[src/sv/fmrq_pkg.sv]
package fmrq_pkg;

	// Input item kinds.
	typedef enum logic [1:0] {
		KIND_LINE  = 2'd0,
		KIND_LOCAL = 2'd1,
		KIND_TICK  = 2'd2,
		KIND_POLL  = 2'd3
	} kind_t;

	// Enqueue status codes.
	localparam logic [1:0] STAT_QUEUED    = 2'd0;
	localparam logic [1:0] STAT_OVERWROTE = 2'd1;
	localparam logic [1:0] STAT_DROPPED   = 2'd2;

	// Result word kinds.
	localparam logic RES_STATUS = 1'b0;
	localparam logic RES_BYTE   = 1'b1;

	// Configuration register indexes and port widths.
	localparam int CFG_IDX_W  = 1;
	localparam int CFG_DATA_W = 16;
	localparam logic [CFG_IDX_W-1:0] CFG_START_BYTE    = 1'd0;
	localparam logic [CFG_IDX_W-1:0] CFG_POLL_INTERVAL = 1'd1;

	// Register reset values and the fill byte of short messages.
	localparam logic [7:0]  START_BYTE_RST    = 8'hFE;
	localparam logic [15:0] POLL_INTERVAL_RST = 16'd5;
	localparam logic [7:0]  FILL_ZERO         = 8'h00;

	// Controller states.
	typedef enum logic [1:0] {
		S_IDLE,
		S_STATUS,
		S_COPY,
		S_DRAIN
	} state_t;

	// Commands from the controller to the datapath.
	typedef struct packed {
		logic take;
		logic load_status;
		logic copy_run;
		logic drain_run;
	} ctrl_cmd_t;

	// Status from the datapath to the controller.
	typedef struct packed {
		logic enq_now;
		logic drain_now;
		logic copy_needed;
		logic copy_done;
		logic drain_done;
		logic out_free;
	} dp_stat_t;

endpackage

[src/sv/fmrq_ram.sv]
module fmrq_ram #(
	parameter int WIDTH = 8,
	parameter int DEPTH = 16
) (
	input  logic                     clk,
	input  logic                     we,
	input  logic [$clog2(DEPTH)-1:0] waddr,
	input  logic [WIDTH-1:0]         wdata,
	input  logic                     re,
	input  logic [$clog2(DEPTH)-1:0] raddr,
	output logic [WIDTH-1:0]         rdata
);

	logic [WIDTH-1:0] mem_q [DEPTH];

	// One write port, one registered read port.
	always_ff @(posedge clk) begin
		if (we) begin
			mem_q[waddr] <= wdata;
		end
		if (re) begin
			rdata <= mem_q[raddr];
		end
	end

endmodule

[src/sv/fmrq_ctrl.sv]
module fmrq_ctrl (
	input  logic                 clk,
	input  logic                 arst_n,
	input  logic                 in_valid,
	input  fmrq_pkg::dp_stat_t   stat,
	output logic                 in_stall,
	output fmrq_pkg::ctrl_cmd_t  cmd
);
	import fmrq_pkg::*;

	state_t state_q;
	state_t state_d;

	// State register.
	always_ff @(posedge clk or negedge arst_n) begin
		if (!arst_n) begin
			state_q <= S_IDLE;
		end else begin
			state_q <= state_d;
		end
	end

	// Next state and commands.
	always_comb begin
		state_d  = state_q;
		cmd      = '0;
		in_stall = 1'b1;
		unique case (state_q)
			S_IDLE: begin
				in_stall = 1'b0;
				cmd.take = in_valid;
				if (in_valid) begin
					if (stat.enq_now) begin
						state_d = S_STATUS;
					end else if (stat.drain_now) begin
						state_d = S_DRAIN;
					end
				end
			end
			S_STATUS: begin
				cmd.load_status = stat.out_free;
				if (stat.out_free) begin
					state_d = stat.copy_needed ? S_COPY : S_IDLE;
				end
			end
			S_COPY: begin
				cmd.copy_run = 1'b1;
				if (stat.copy_done) begin
					state_d = S_IDLE;
				end
			end
			S_DRAIN: begin
				cmd.drain_run = 1'b1;
				if (stat.drain_done) begin
					state_d = S_IDLE;
				end
			end
		endcase
	end

endmodule

[src/sv/fmrq_dp.sv]
module fmrq_dp #(
	parameter int QUEUE_DEPTH = 8,
	parameter int MSG_BYTES   = 12
) (
	input  logic                              clk,
	input  logic                              arst_n,
	input  fmrq_pkg::ctrl_cmd_t               cmd,
	output fmrq_pkg::dp_stat_t                stat,
	input  logic                              cfg_we,
	input  logic [fmrq_pkg::CFG_IDX_W-1:0]    cfg_index,
	input  logic [fmrq_pkg::CFG_DATA_W-1:0]   cfg_data,
	input  logic [1:0]                        kind,
	input  logic [7:0]                        data,
	input  logic                              last,
	input  logic                              mandatory,
	input  logic                              sink_ready,
	input  logic                              out_stall,
	output logic                              out_valid,
	output logic                              result_kind,
	output logic [1:0]                        status,
	output logic [7:0]                        byte_out,
	output logic                              end_of_run,
	output logic [$clog2(QUEUE_DEPTH+1)-1:0]  fill_count
);
	import fmrq_pkg::*;

	localparam int SLOT_W      = $clog2(QUEUE_DEPTH);
	localparam int CNT_W       = $clog2(QUEUE_DEPTH + 1);
	localparam int MA_W        = $clog2(MSG_BYTES);
	localparam int IDX_W       = $clog2(MSG_BYTES + 1);
	localparam int STORE_DEPTH = QUEUE_DEPTH * MSG_BYTES;
	localparam int ADDR_W      = $clog2(STORE_DEPTH);

	localparam logic [SLOT_W-1:0] LAST_SLOT  = SLOT_W'(QUEUE_DEPTH - 1);
	localparam logic [CNT_W-1:0]  FULL_CNT   = CNT_W'(QUEUE_DEPTH);
	localparam logic [IDX_W-1:0]  MSG_CNT    = IDX_W'(MSG_BYTES);
	localparam logic [IDX_W-1:0]  MSG_LAST   = IDX_W'(MSG_BYTES - 1);
	localparam logic [MA_W-1:0]   POS_LAST   = MA_W'(MSG_BYTES - 1);
	localparam logic [ADDR_W-1:0] MSG_STRIDE = ADDR_W'(MSG_BYTES);

	// Configuration registers.
	logic [7:0]  start_byte_q;
	logic [15:0] poll_interval_q;

	// Queue, framing and time state.
	logic [SLOT_W-1:0] head_q;
	logic [SLOT_W-1:0] tail_q;
	logic [CNT_W-1:0]  held_q;
	logic              rx_on_q;
	logic [MA_W-1:0]   rx_pos_q;
	logic [IDX_W-1:0]  local_len_q;
	logic [31:0]       time_now_q;
	logic [31:0]       last_drain_q;

	// Job registers set when an item finishes a message or starts a drain.
	logic [1:0]        job_stat_q;
	logic              job_copy_q;
	logic              job_local_q;
	logic [IDX_W-1:0]  job_len_q;
	logic [ADDR_W-1:0] base_q;

	// Sweep counter and pipeline.
	logic [IDX_W-1:0]  idx_q;
	logic              cp_valid_s1;
	logic [MA_W-1:0]   cp_idx_s1;
	logic              pend_q;
	logic              pend_last_q;

	// Memory ports.
	logic              frm_we;
	logic [MA_W-1:0]   frm_waddr;
	logic [7:0]        frm_rdata;
	logic              loc_we;
	logic [MA_W-1:0]   loc_waddr;
	logic [7:0]        loc_rdata;
	logic              stg_re;
	logic              st_we;
	logic [ADDR_W-1:0] st_waddr;
	logic [7:0]        st_wdata;
	logic              st_re;
	logic [ADDR_W-1:0] st_raddr;
	logic [7:0]        st_rdata;

	// Decode.
	logic              is_line;
	logic              is_local;
	logic              is_tick;
	logic              is_poll;
	logic              start_hit;
	logic              line_final;
	logic              loc_room;
	logic              loc_final;
	logic              enq_now;
	logic              poll_ok;
	logic              has_room;
	logic [31:0]       elapsed;
	logic [IDX_W-1:0]  enq_len;
	logic [1:0]        enq_code;
	logic [SLOT_W-1:0] enq_slot;
	logic [SLOT_W-1:0] tail_next;
	logic [SLOT_W-1:0] head_next;
	logic              dr_issue;
	logic              dr_load;
	logic              out_free;
	logic              out_load;

	// Item decode and the enqueue and drain decisions.
	always_comb begin
		is_line    = (kind == KIND_LINE);
		is_local   = (kind == KIND_LOCAL);
		is_tick    = (kind == KIND_TICK);
		is_poll    = (kind == KIND_POLL);
		start_hit  = (data == start_byte_q);
		line_final = is_line && rx_on_q && (rx_pos_q == POS_LAST);
		loc_room   = (local_len_q < MSG_CNT);
		loc_final  = is_local && last;
		enq_now    = line_final || loc_final;
		elapsed    = time_now_q - last_drain_q;
		poll_ok    = is_poll && (held_q != '0) && sink_ready &&
			(elapsed > {16'd0, poll_interval_q});
		has_room   = (held_q < FULL_CNT);
		if (is_line || !loc_room) begin
			enq_len = MSG_CNT;
		end else begin
			enq_len = local_len_q + 1'b1;
		end
		if (has_room) begin
			enq_code = STAT_QUEUED;
		end else if (is_local && mandatory) begin
			enq_code = STAT_OVERWROTE;
		end else begin
			enq_code = STAT_DROPPED;
		end
		enq_slot  = has_room ? tail_q : LAST_SLOT;
		tail_next = (tail_q == LAST_SLOT) ? '0 : tail_q + 1'b1;
		head_next = (head_q == LAST_SLOT) ? '0 : head_q + 1'b1;
	end

	// Staging writes on accepted bytes, reads during the copy sweep.
	assign frm_we    = cmd.take && is_line && (rx_on_q || start_hit);
	assign frm_waddr = rx_on_q ? rx_pos_q : '0;
	assign loc_we    = cmd.take && is_local && loc_room;
	assign loc_waddr = local_len_q[MA_W-1:0];
	assign stg_re    = cmd.copy_run && (idx_q < MSG_CNT);

	// Slot store: the copy sweep writes, the drain sweep reads.
	assign st_we    = cp_valid_s1;
	assign st_waddr = base_q + ADDR_W'(cp_idx_s1);
	assign st_wdata = (IDX_W'(cp_idx_s1) < job_len_q) ?
		(job_local_q ? loc_rdata : frm_rdata) : FILL_ZERO;

	// A new drain read goes out when the previous byte has left the read register.
	assign out_free = !out_valid || !out_stall;
	assign dr_load  = cmd.drain_run && pend_q && out_free;
	assign dr_issue = cmd.drain_run && (idx_q < MSG_CNT) && (!pend_q || dr_load);
	assign st_re    = dr_issue;
	assign st_raddr = base_q + ADDR_W'(idx_q[MA_W-1:0]);
	assign out_load = cmd.load_status || dr_load;

	// Status to the controller.
	always_comb begin
		stat             = '0;
		stat.enq_now     = enq_now;
		stat.drain_now   = poll_ok;
		stat.copy_needed = job_copy_q;
		stat.copy_done   = (idx_q == MSG_CNT) && !cp_valid_s1;
		stat.drain_done  = (idx_q == MSG_CNT) && !pend_q;
		stat.out_free    = out_free;
	end

	// Configuration, queue, framing and time registers.
	always_ff @(posedge clk or negedge arst_n) begin
		if (!arst_n) begin
			start_byte_q    <= START_BYTE_RST;
			poll_interval_q <= POLL_INTERVAL_RST;
			head_q          <= '0;
			tail_q          <= '0;
			held_q          <= '0;
			rx_on_q         <= 1'b0;
			rx_pos_q        <= '0;
			local_len_q     <= '0;
			time_now_q      <= '0;
			last_drain_q    <= '0;
		end else begin
			if (cfg_we) begin
				unique case (cfg_index)
					CFG_START_BYTE:    start_byte_q    <= cfg_data[7:0];
					CFG_POLL_INTERVAL: poll_interval_q <= cfg_data;
				endcase
			end
			if (cmd.take) begin
				if (is_line) begin
					if (!rx_on_q) begin
						if (start_hit) begin
							rx_on_q  <= 1'b1;
							rx_pos_q <= MA_W'(1);
						end
					end else if (line_final) begin
						rx_on_q  <= 1'b0;
						rx_pos_q <= '0;
					end else begin
						rx_pos_q <= rx_pos_q + 1'b1;
					end
				end
				if (is_local) begin
					if (last) begin
						local_len_q <= '0;
					end else if (loc_room) begin
						local_len_q <= local_len_q + 1'b1;
					end
				end
				if (is_tick) begin
					time_now_q <= time_now_q + 32'd1;
				end
				if (poll_ok) begin
					head_q       <= head_next;
					held_q       <= held_q - 1'b1;
					last_drain_q <= time_now_q;
				end
				if (enq_now && has_room) begin
					tail_q <= tail_next;
					held_q <= held_q + 1'b1;
				end
			end
		end
	end

	// Job setup for the copy or drain that follows the item.
	always_ff @(posedge clk) begin
		if (cmd.take) begin
			if (enq_now) begin
				job_stat_q  <= enq_code;
				job_copy_q  <= (enq_code != STAT_DROPPED);
				job_local_q <= is_local;
				job_len_q   <= enq_len;
				base_q      <= ADDR_W'(enq_slot) * MSG_STRIDE;
			end else if (poll_ok) begin
				base_q <= ADDR_W'(head_q) * MSG_STRIDE;
			end
		end
	end

	// Sweep counter, copy write stage and drain read tracking.
	always_ff @(posedge clk or negedge arst_n) begin
		if (!arst_n) begin
			idx_q       <= '0;
			cp_valid_s1 <= 1'b0;
			pend_q      <= 1'b0;
		end else begin
			cp_valid_s1 <= stg_re;
			if (cmd.take) begin
				idx_q  <= '0;
				pend_q <= 1'b0;
			end else begin
				if (stg_re || dr_issue) begin
					idx_q <= idx_q + 1'b1;
				end
				if (dr_issue) begin
					pend_q <= 1'b1;
				end else if (dr_load) begin
					pend_q <= 1'b0;
				end
			end
		end
	end

	always_ff @(posedge clk) begin
		if (stg_re) begin
			cp_idx_s1 <= idx_q[MA_W-1:0];
		end
		if (dr_issue) begin
			pend_last_q <= (idx_q == MSG_LAST);
		end
	end

	// Output word register.
	always_ff @(posedge clk or negedge arst_n) begin
		if (!arst_n) begin
			out_valid <= 1'b0;
		end else if (out_load) begin
			out_valid <= 1'b1;
		end else if (out_free) begin
			out_valid <= 1'b0;
		end
	end

	always_ff @(posedge clk) begin
		if (out_load) begin
			fill_count <= held_q;
			if (cmd.load_status) begin
				result_kind <= RES_STATUS;
				status      <= job_stat_q;
				byte_out    <= FILL_ZERO;
				end_of_run  <= 1'b1;
			end else begin
				result_kind <= RES_BYTE;
				status      <= STAT_QUEUED;
				byte_out    <= st_rdata;
				end_of_run  <= pend_last_q;
			end
		end
	end

	// Line frame staging.
	fmrq_ram #(
		.WIDTH (8),
		.DEPTH (MSG_BYTES)
	) u_frm_ram (
		.clk   (clk),
		.we    (frm_we),
		.waddr (frm_waddr),
		.wdata (data),
		.re    (stg_re),
		.raddr (idx_q[MA_W-1:0]),
		.rdata (frm_rdata)
	);

	// Local message staging.
	fmrq_ram #(
		.WIDTH (8),
		.DEPTH (MSG_BYTES)
	) u_loc_ram (
		.clk   (clk),
		.we    (loc_we),
		.waddr (loc_waddr),
		.wdata (data),
		.re    (stg_re),
		.raddr (idx_q[MA_W-1:0]),
		.rdata (loc_rdata)
	);

	// Slot store.
	fmrq_ram #(
		.WIDTH (8),
		.DEPTH (STORE_DEPTH)
	) u_slot_ram (
		.clk   (clk),
		.we    (st_we),
		.waddr (st_waddr),
		.wdata (st_wdata),
		.re    (st_re),
		.raddr (st_raddr),
		.rdata (st_rdata)
	);

endmodule

[src/sv/framed_message_ring_queue.sv]
// Line bytes and local bytes that do not end a message, ticks and unserved polls leave the block idle.
// A finished message gives its status word through the output register once it is free, then,
// unless dropped, copies the staging buffer into its slot through the slot RAM write port.
// A served poll gives MSG_BYTES words, one per cycle while out_stall allows, each read into
// the slot RAM read register and then loaded into the output register.
// Reset clears control, pointers, counts and time; start byte is 0xFE, poll interval 5.
module framed_message_ring_queue #(
	parameter int QUEUE_DEPTH = 8,
	parameter int MSG_BYTES   = 12
) (
	input  logic                              clk,
	input  logic                              arst_n,
	input  logic                              cfg_we,
	input  logic [fmrq_pkg::CFG_IDX_W-1:0]    cfg_index,
	input  logic [fmrq_pkg::CFG_DATA_W-1:0]   cfg_data,
	input  logic                              in_valid,
	output logic                              in_stall,
	input  logic [1:0]                        kind,
	input  logic [7:0]                        data,
	input  logic                              last,
	input  logic                              mandatory,
	input  logic                              sink_ready,
	output logic                              out_valid,
	input  logic                              out_stall,
	output logic                              result_kind,
	output logic [1:0]                        status,
	output logic [7:0]                        byte_out,
	output logic                              end_of_run,
	output logic [$clog2(QUEUE_DEPTH+1)-1:0]  fill_count
);
	import fmrq_pkg::*;

	localparam int CNT_W = $clog2(QUEUE_DEPTH + 1);

	ctrl_cmd_t cmd;
	dp_stat_t  stat;

	fmrq_ctrl u_ctrl (
		.clk      (clk),
		.arst_n   (arst_n),
		.in_valid (in_valid),
		.stat     (stat),
		.in_stall (in_stall),
		.cmd      (cmd)
	);

	fmrq_dp #(
		.QUEUE_DEPTH (QUEUE_DEPTH),
		.MSG_BYTES   (MSG_BYTES)
	) u_dp (
		.clk         (clk),
		.arst_n      (arst_n),
		.cmd         (cmd),
		.stat        (stat),
		.cfg_we      (cfg_we),
		.cfg_index   (cfg_index),
		.cfg_data    (cfg_data),
		.kind        (kind),
		.data        (data),
		.last        (last),
		.mandatory   (mandatory),
		.sink_ready  (sink_ready),
		.out_stall   (out_stall),
		.out_valid   (out_valid),
		.result_kind (result_kind),
		.status      (status),
		.byte_out    (byte_out),
		.end_of_run  (end_of_run),
		.fill_count  (fill_count)
	);

`ifndef SYNTH
	// Only one kind of work runs in any cycle.
	a_one_job: assert property (@(posedge clk) disable iff (!arst_n)
		$onehot0({cmd.take, cmd.load_status, cmd.copy_run, cmd.drain_run}))
		else $error("more than one job active");

	// No item is taken while a copy or drain sweep is running.
	a_busy_stall: assert property (@(posedge clk) disable iff (!arst_n)
		(cmd.copy_run || cmd.drain_run) |-> in_stall)
		else $error("input open during a sweep");

	// A finished copy returns the block to taking items.
	a_copy_release: assert property (@(posedge clk) disable iff (!arst_n)
		(cmd.copy_run && stat.copy_done) |=> !in_stall)
		else $error("block stuck after copy");

	// The reported fill never exceeds the queue depth.
	a_fill_bound: assert property (@(posedge clk) disable iff (!arst_n)
		out_valid |-> (fill_count <= CNT_W'(QUEUE_DEPTH)))
		else $error("fill count beyond depth");
`endif

endmodule

[config.mk]
export PLATFORM = sky130hd
export DESIGN_NAME = framed_message_ring_queue
export DESIGN_NICKNAME = d
export VERILOG_FILES = /design/src/sv/fmrq_pkg.sv /design/src/sv/fmrq_ram.sv /design/src/sv/fmrq_ctrl.sv /design/src/sv/fmrq_dp.sv /design/src/sv/framed_message_ring_queue.sv
export SDC_FILE = /design/constraint.sdc
export NUM_CORES = 1
export LEC_CHECK = 0
export BUFFER_PORTS_ARGS = -buffer_cell sky130_fd_sc_hd__buf_2
export CORE_MARGIN = 4
export CORE_UTILIZATION = 50
export DETAILED_ROUTE_END_ITERATION = 12
export PLACE_DENSITY = 0.68
export SLEW_MARGIN = 0
export SYNTH_ARGS = -nofsm -noshare
export SYNTH_HDL_FRONTEND = slang
export SYNTH_HIERARCHICAL = 1
export SYNTH_SLANG_ARGS = --single-unit
[constraint.sdc]
create_clock -name clk -period 8.3 [get_ports clk]
set_input_delay 1.66 -clock clk [delete_from_list [all_inputs] [get_ports clk]]
set_output_delay 1.66 -clock clk [all_outputs]
set_load 0.1 [all_outputs]
==> results.py <==
metrics = {
    "outcome": {
        "status": "finished, final reports clean",
    },
    "synth": {
        "synth_cells": 2777,
        "post_synth_instance_area_mm2": 0.04798,
        "synth.area.top_cells": "edfxtp_1, mux4_2, dfrtp_1",
        "synth_edf_count": 1018,
        "synthesis.nets": 2886,
        "synth_seq_cells": 1134,
        "yosysSeqAreaShare": 0.6979,
        "synth_cell_types": 91,
        "synthArstFlopShare": 0.1023,
        "synth_area_per_cell_um2": 17.28,
        "synth.top_cell.area_share": 0.6371,
        "yosys.area.top_type": "edfxtp_1",
        "ys.flop_type": "edfxtp_1",
        "yosys_warnings": 6,
    },
    "timing": {
        "fin_ws_ps": 2591,
        "fin_skew_ps": 25.50,
        "finalSetupViolCount": 0,
        "slew_headroom": 0.1435,
        "rsz0062_at_grt": "false",
        "maxSlewViolCount": 0,
        "period_needed_ps": 5709,
        "finalHoldViolCount": 0,
        "post-route-period-util": 0.6878,
        "clock.fmax_ghz": 0.1752,
        "tns_ps": 0,
        "worst_pin_slew_ps": 1275,
    },
    "clock_network": {
        "cts_tree": "done",
        "cts-buffers-inserted": 112,
        "hold_buffers": 0,
        "cts_root_buf": "clkbuf_16",
        "cts.repair.resized": 0,
        "cts_sinks": 1134,
        "postCtsSetupRepairBufs": 0,
        "clk_pin_slew_worst_paths_ps": 60,
        "clk_latency_ps": 690,
        "cts_max_path_buffers": 3,
        "htreeDepth": 3,
    },
    "place": {
        "place_ws_ps": 2630,
        "place_hpwl_um": 65020,
        "gp_congestion": 0.8438,
        "place.port_buffers": 52,
    },
    "route": {
        "wl_per_cell_um": 24.68,
        "drt-total-wl_um": 103900,
        "drc": 0,
        "dr_total_vias": 25430,
        "dr.pass1.iters": 6,
        "ant_nets": 0,
        "viasPerCell": 6.040,
        "dr.first_iter.drc_count": 2571,
    },
    "power": {
        "p_leak_nw": 18.29,
        "vdd_ir_drop_max_v": 0.0002970,
        "powerDensity_mw_per_mm2": 344.6,
        "power_w": 0.01828,
    },
    "final_layout": {
        "final_cell_mix": "edfxtp_1, mux4_2, nor2_1, nand2_1, clkbuf_16",
        "nNetsFinal": 2955,
        "drive_gt1_frac": 0.2003,
        "final_common_cell": "edfxtp_1",
        "area_growth_pct": 10.59,
    },
    "floorplan": {
        "dieArea_mm2": 0.1010,
        "die_h_um": 317.8,
        "rows": 113,
        "core_area_mm2": 0.09515,
        "start_util": 0.5042,
        "ioPinCount": 53,
        "die_w_um": 317.8,
    },
    "hold_path": {
        "hp-class": "reg -> reg",
        "hold_path_startpoint": "u_dp/last_drain_q[4]$_DFFE_PN0P_",
        "hold_end": "u_dp/last_drain_q[4]$_DFFE_PN0P_",
        "hold_depth": 1,
    },
    "setup_path": {
        "rr_startpoint": "u_dp/time_now_q[7]$_DFFE_PN0P_",
        "reg2reg_slack_ps": 2590,
        "critical_path_required_ps": 8860,
        "worstSetupPathType": "reg -> reg",
        "r2r_cells": 18,
        "reg2reg_to": "u_dp/last_drain_q[0]$_DFFE_PN0P_",
        "worst-path-max-fanout": 35,
        "worst_setup_path_end_kind": "flip-flop",
        "worstPathArrival_ps": 6270,
        "worst_setup_path_start_kind": "flip-flop",
    },
    "global_routing": {
        "grt_max_degree": 137,
        "track_usage": 0.2047,
        "antenna_found_initial": 5,
        "grt-ovfl-total": 0,
        "grt_pass1_vias": 25820,
        "grt_pass1_wl_um": 159900,
    },
    "flow_run": {
        "cap_violations": 0,
    },
}
kinds of logic after synthesis:
group / share of synthesized area
AOI/OAI and AO/OA: 0.04817
xor gates and xnor gates: 0.01241
adders and majority gates: 0.02024
buffers and inverters: 0.02274
DFF: 0.6979
muxes: 0.1384
and+or+nand+nor: 0.06014
synth_stat cells, types with 39 or more instances:
library cell and count:
mux2_2 39, xnor2_1 50, nand2_1 137, nand3_1 65, a21oi_1 61, mux4_2 207
nor2_1 186, inv_1 80, a22oi_1 48, clkbuf_1 43, ha_1 68, mux2i_1 100
dfrtp_1 107, edfxtp_1 1018
layout make-up:
class | instances | area, um^2
fillers | 7257 | 42090
flip-flops and latches | 1134 | 33490
multi-input cells | 1435 | 13490
clock buffers | 148 | 3090
well taps | 1265 | 1583
clock inverters | 61 | 568.0
repair buffers | 82 | 525.5
inverters | 81 | 304.0
diodes | 4 | 10.01
sequential cells by signal, indices dropped and copies added, names as in the netlist, 4 cells and up:
register / count
u_dp/u_slot_ram/mem_q: 768
u_dp/u_frm_ram/mem_q: 96
u_dp/u_loc_ram/mem_q: 96
u_dp/last_drain_q: 32
u_dp/time_now_q: 32
u_dp/poll_interval_q: 16
u_dp/byte_out: 8
u_dp/start_byte_q: 8
u_dp/u_frm_ram/rdata: 8
u_dp/u_loc_ram/rdata: 8
u_dp/u_slot_ram/rdata: 8
u_dp/base_q: 5
u_dp/cp_idx_s1: 4
u_dp/fill_count: 4
u_dp/held_q: 4
u_dp/idx_q: 4
u_dp/job_len_q: 4
u_dp/loc_waddr: 4
u_dp/rx_pos_q: 4
how the worst max path moves through the flow:
stage	depth (start not counted)	start	end	slack, ps
after detailed placement	18	u_dp/time_now_q[7]$_DFFE_PN0P_	u_dp/last_drain_q[5]$_DFFE_PN0P_	2630
final	18	u_dp/time_now_q[7]$_DFFE_PN0P_	u_dp/last_drain_q[0]$_DFFE_PN0P_	2590
after floorplan	21	u_dp/time_now_q[7]$_DFFE_PN0P_	u_ctrl/state_q[1]$_DFFE_PN0P_	3320
after global routing	18	u_dp/time_now_q[7]$_DFFE_PN0P_	u_dp/last_drain_q[4]$_DFFE_PN0P_	2260
after CTS	18	u_dp/time_now_q[7]$_DFFE_PN0P_	u_dp/last_drain_q[0]$_DFFE_PN0P_	2590
after global placement	18	u_dp/time_now_q[7]$_DFFE_PN0P_	u_dp/last_drain_q[5]$_DFFE_PN0P_	2650
where the power goes:
part	switching (W)	total [W]	internal, W
Sequential	0.000276	0.00762	0.00734
Clock	0.00209	0.00496	0.00287
Combinational	0.00367	0.00570	0.00202
per-stage QoR:
| step | utilization | instance area (um^2) | std cells | hold slack [ps] |
|---|---|---|---|---|
| 2_1_floorplan | - | 47980 | 2777 | 467.3 |
| 3_3_place_gp | 0.5191 | 49390 | 3997 | 483.3 |
| 3_5_place_dp | 0.5191 | 49390 | 3997 | 492.0 |
| 4_1_cts | 0.5575 | 53050 | 4206 | 512.1 |
| 5_1_grt | 0.5575 | 53050 | 4207 | 528.8 |
| 6_report | 0.5576 | 53060 | 4210 | 508.1 |
critical path, cell delays in order, from the launching register on:
cell       delay (ps)
dfrtp_1           430
ha_1              410
a21o_1            240
a211o_1           310
a211o_1           330
a21oi_4           230
o21ai_0           150
xor2_1            170
ha_1              310
nand4_1           170
nor4_1            410
nor3_1             80
o31ai_1            80
o2111ai_1         160
or4_4             450
a2111oi_4         380
nand4_4           240
nand3_4           630
mux2_2            410
layer usage:
| metal | GRT usage | share of wire | vias up |
|---|---|---|---|
| met5 | 0 | 0 | - |
| met4 | 0.05466 | 0.026 | 0 |
| met3 | 0.04210 | 0.079 | 178 |
| met2 | 0.3302 | 0.48 | 1017 |
| met1 | 0.2878 | 0.41 | 13080 |
| li1 | - | - | 11160 |
Power figures use the tool's default switching activity.
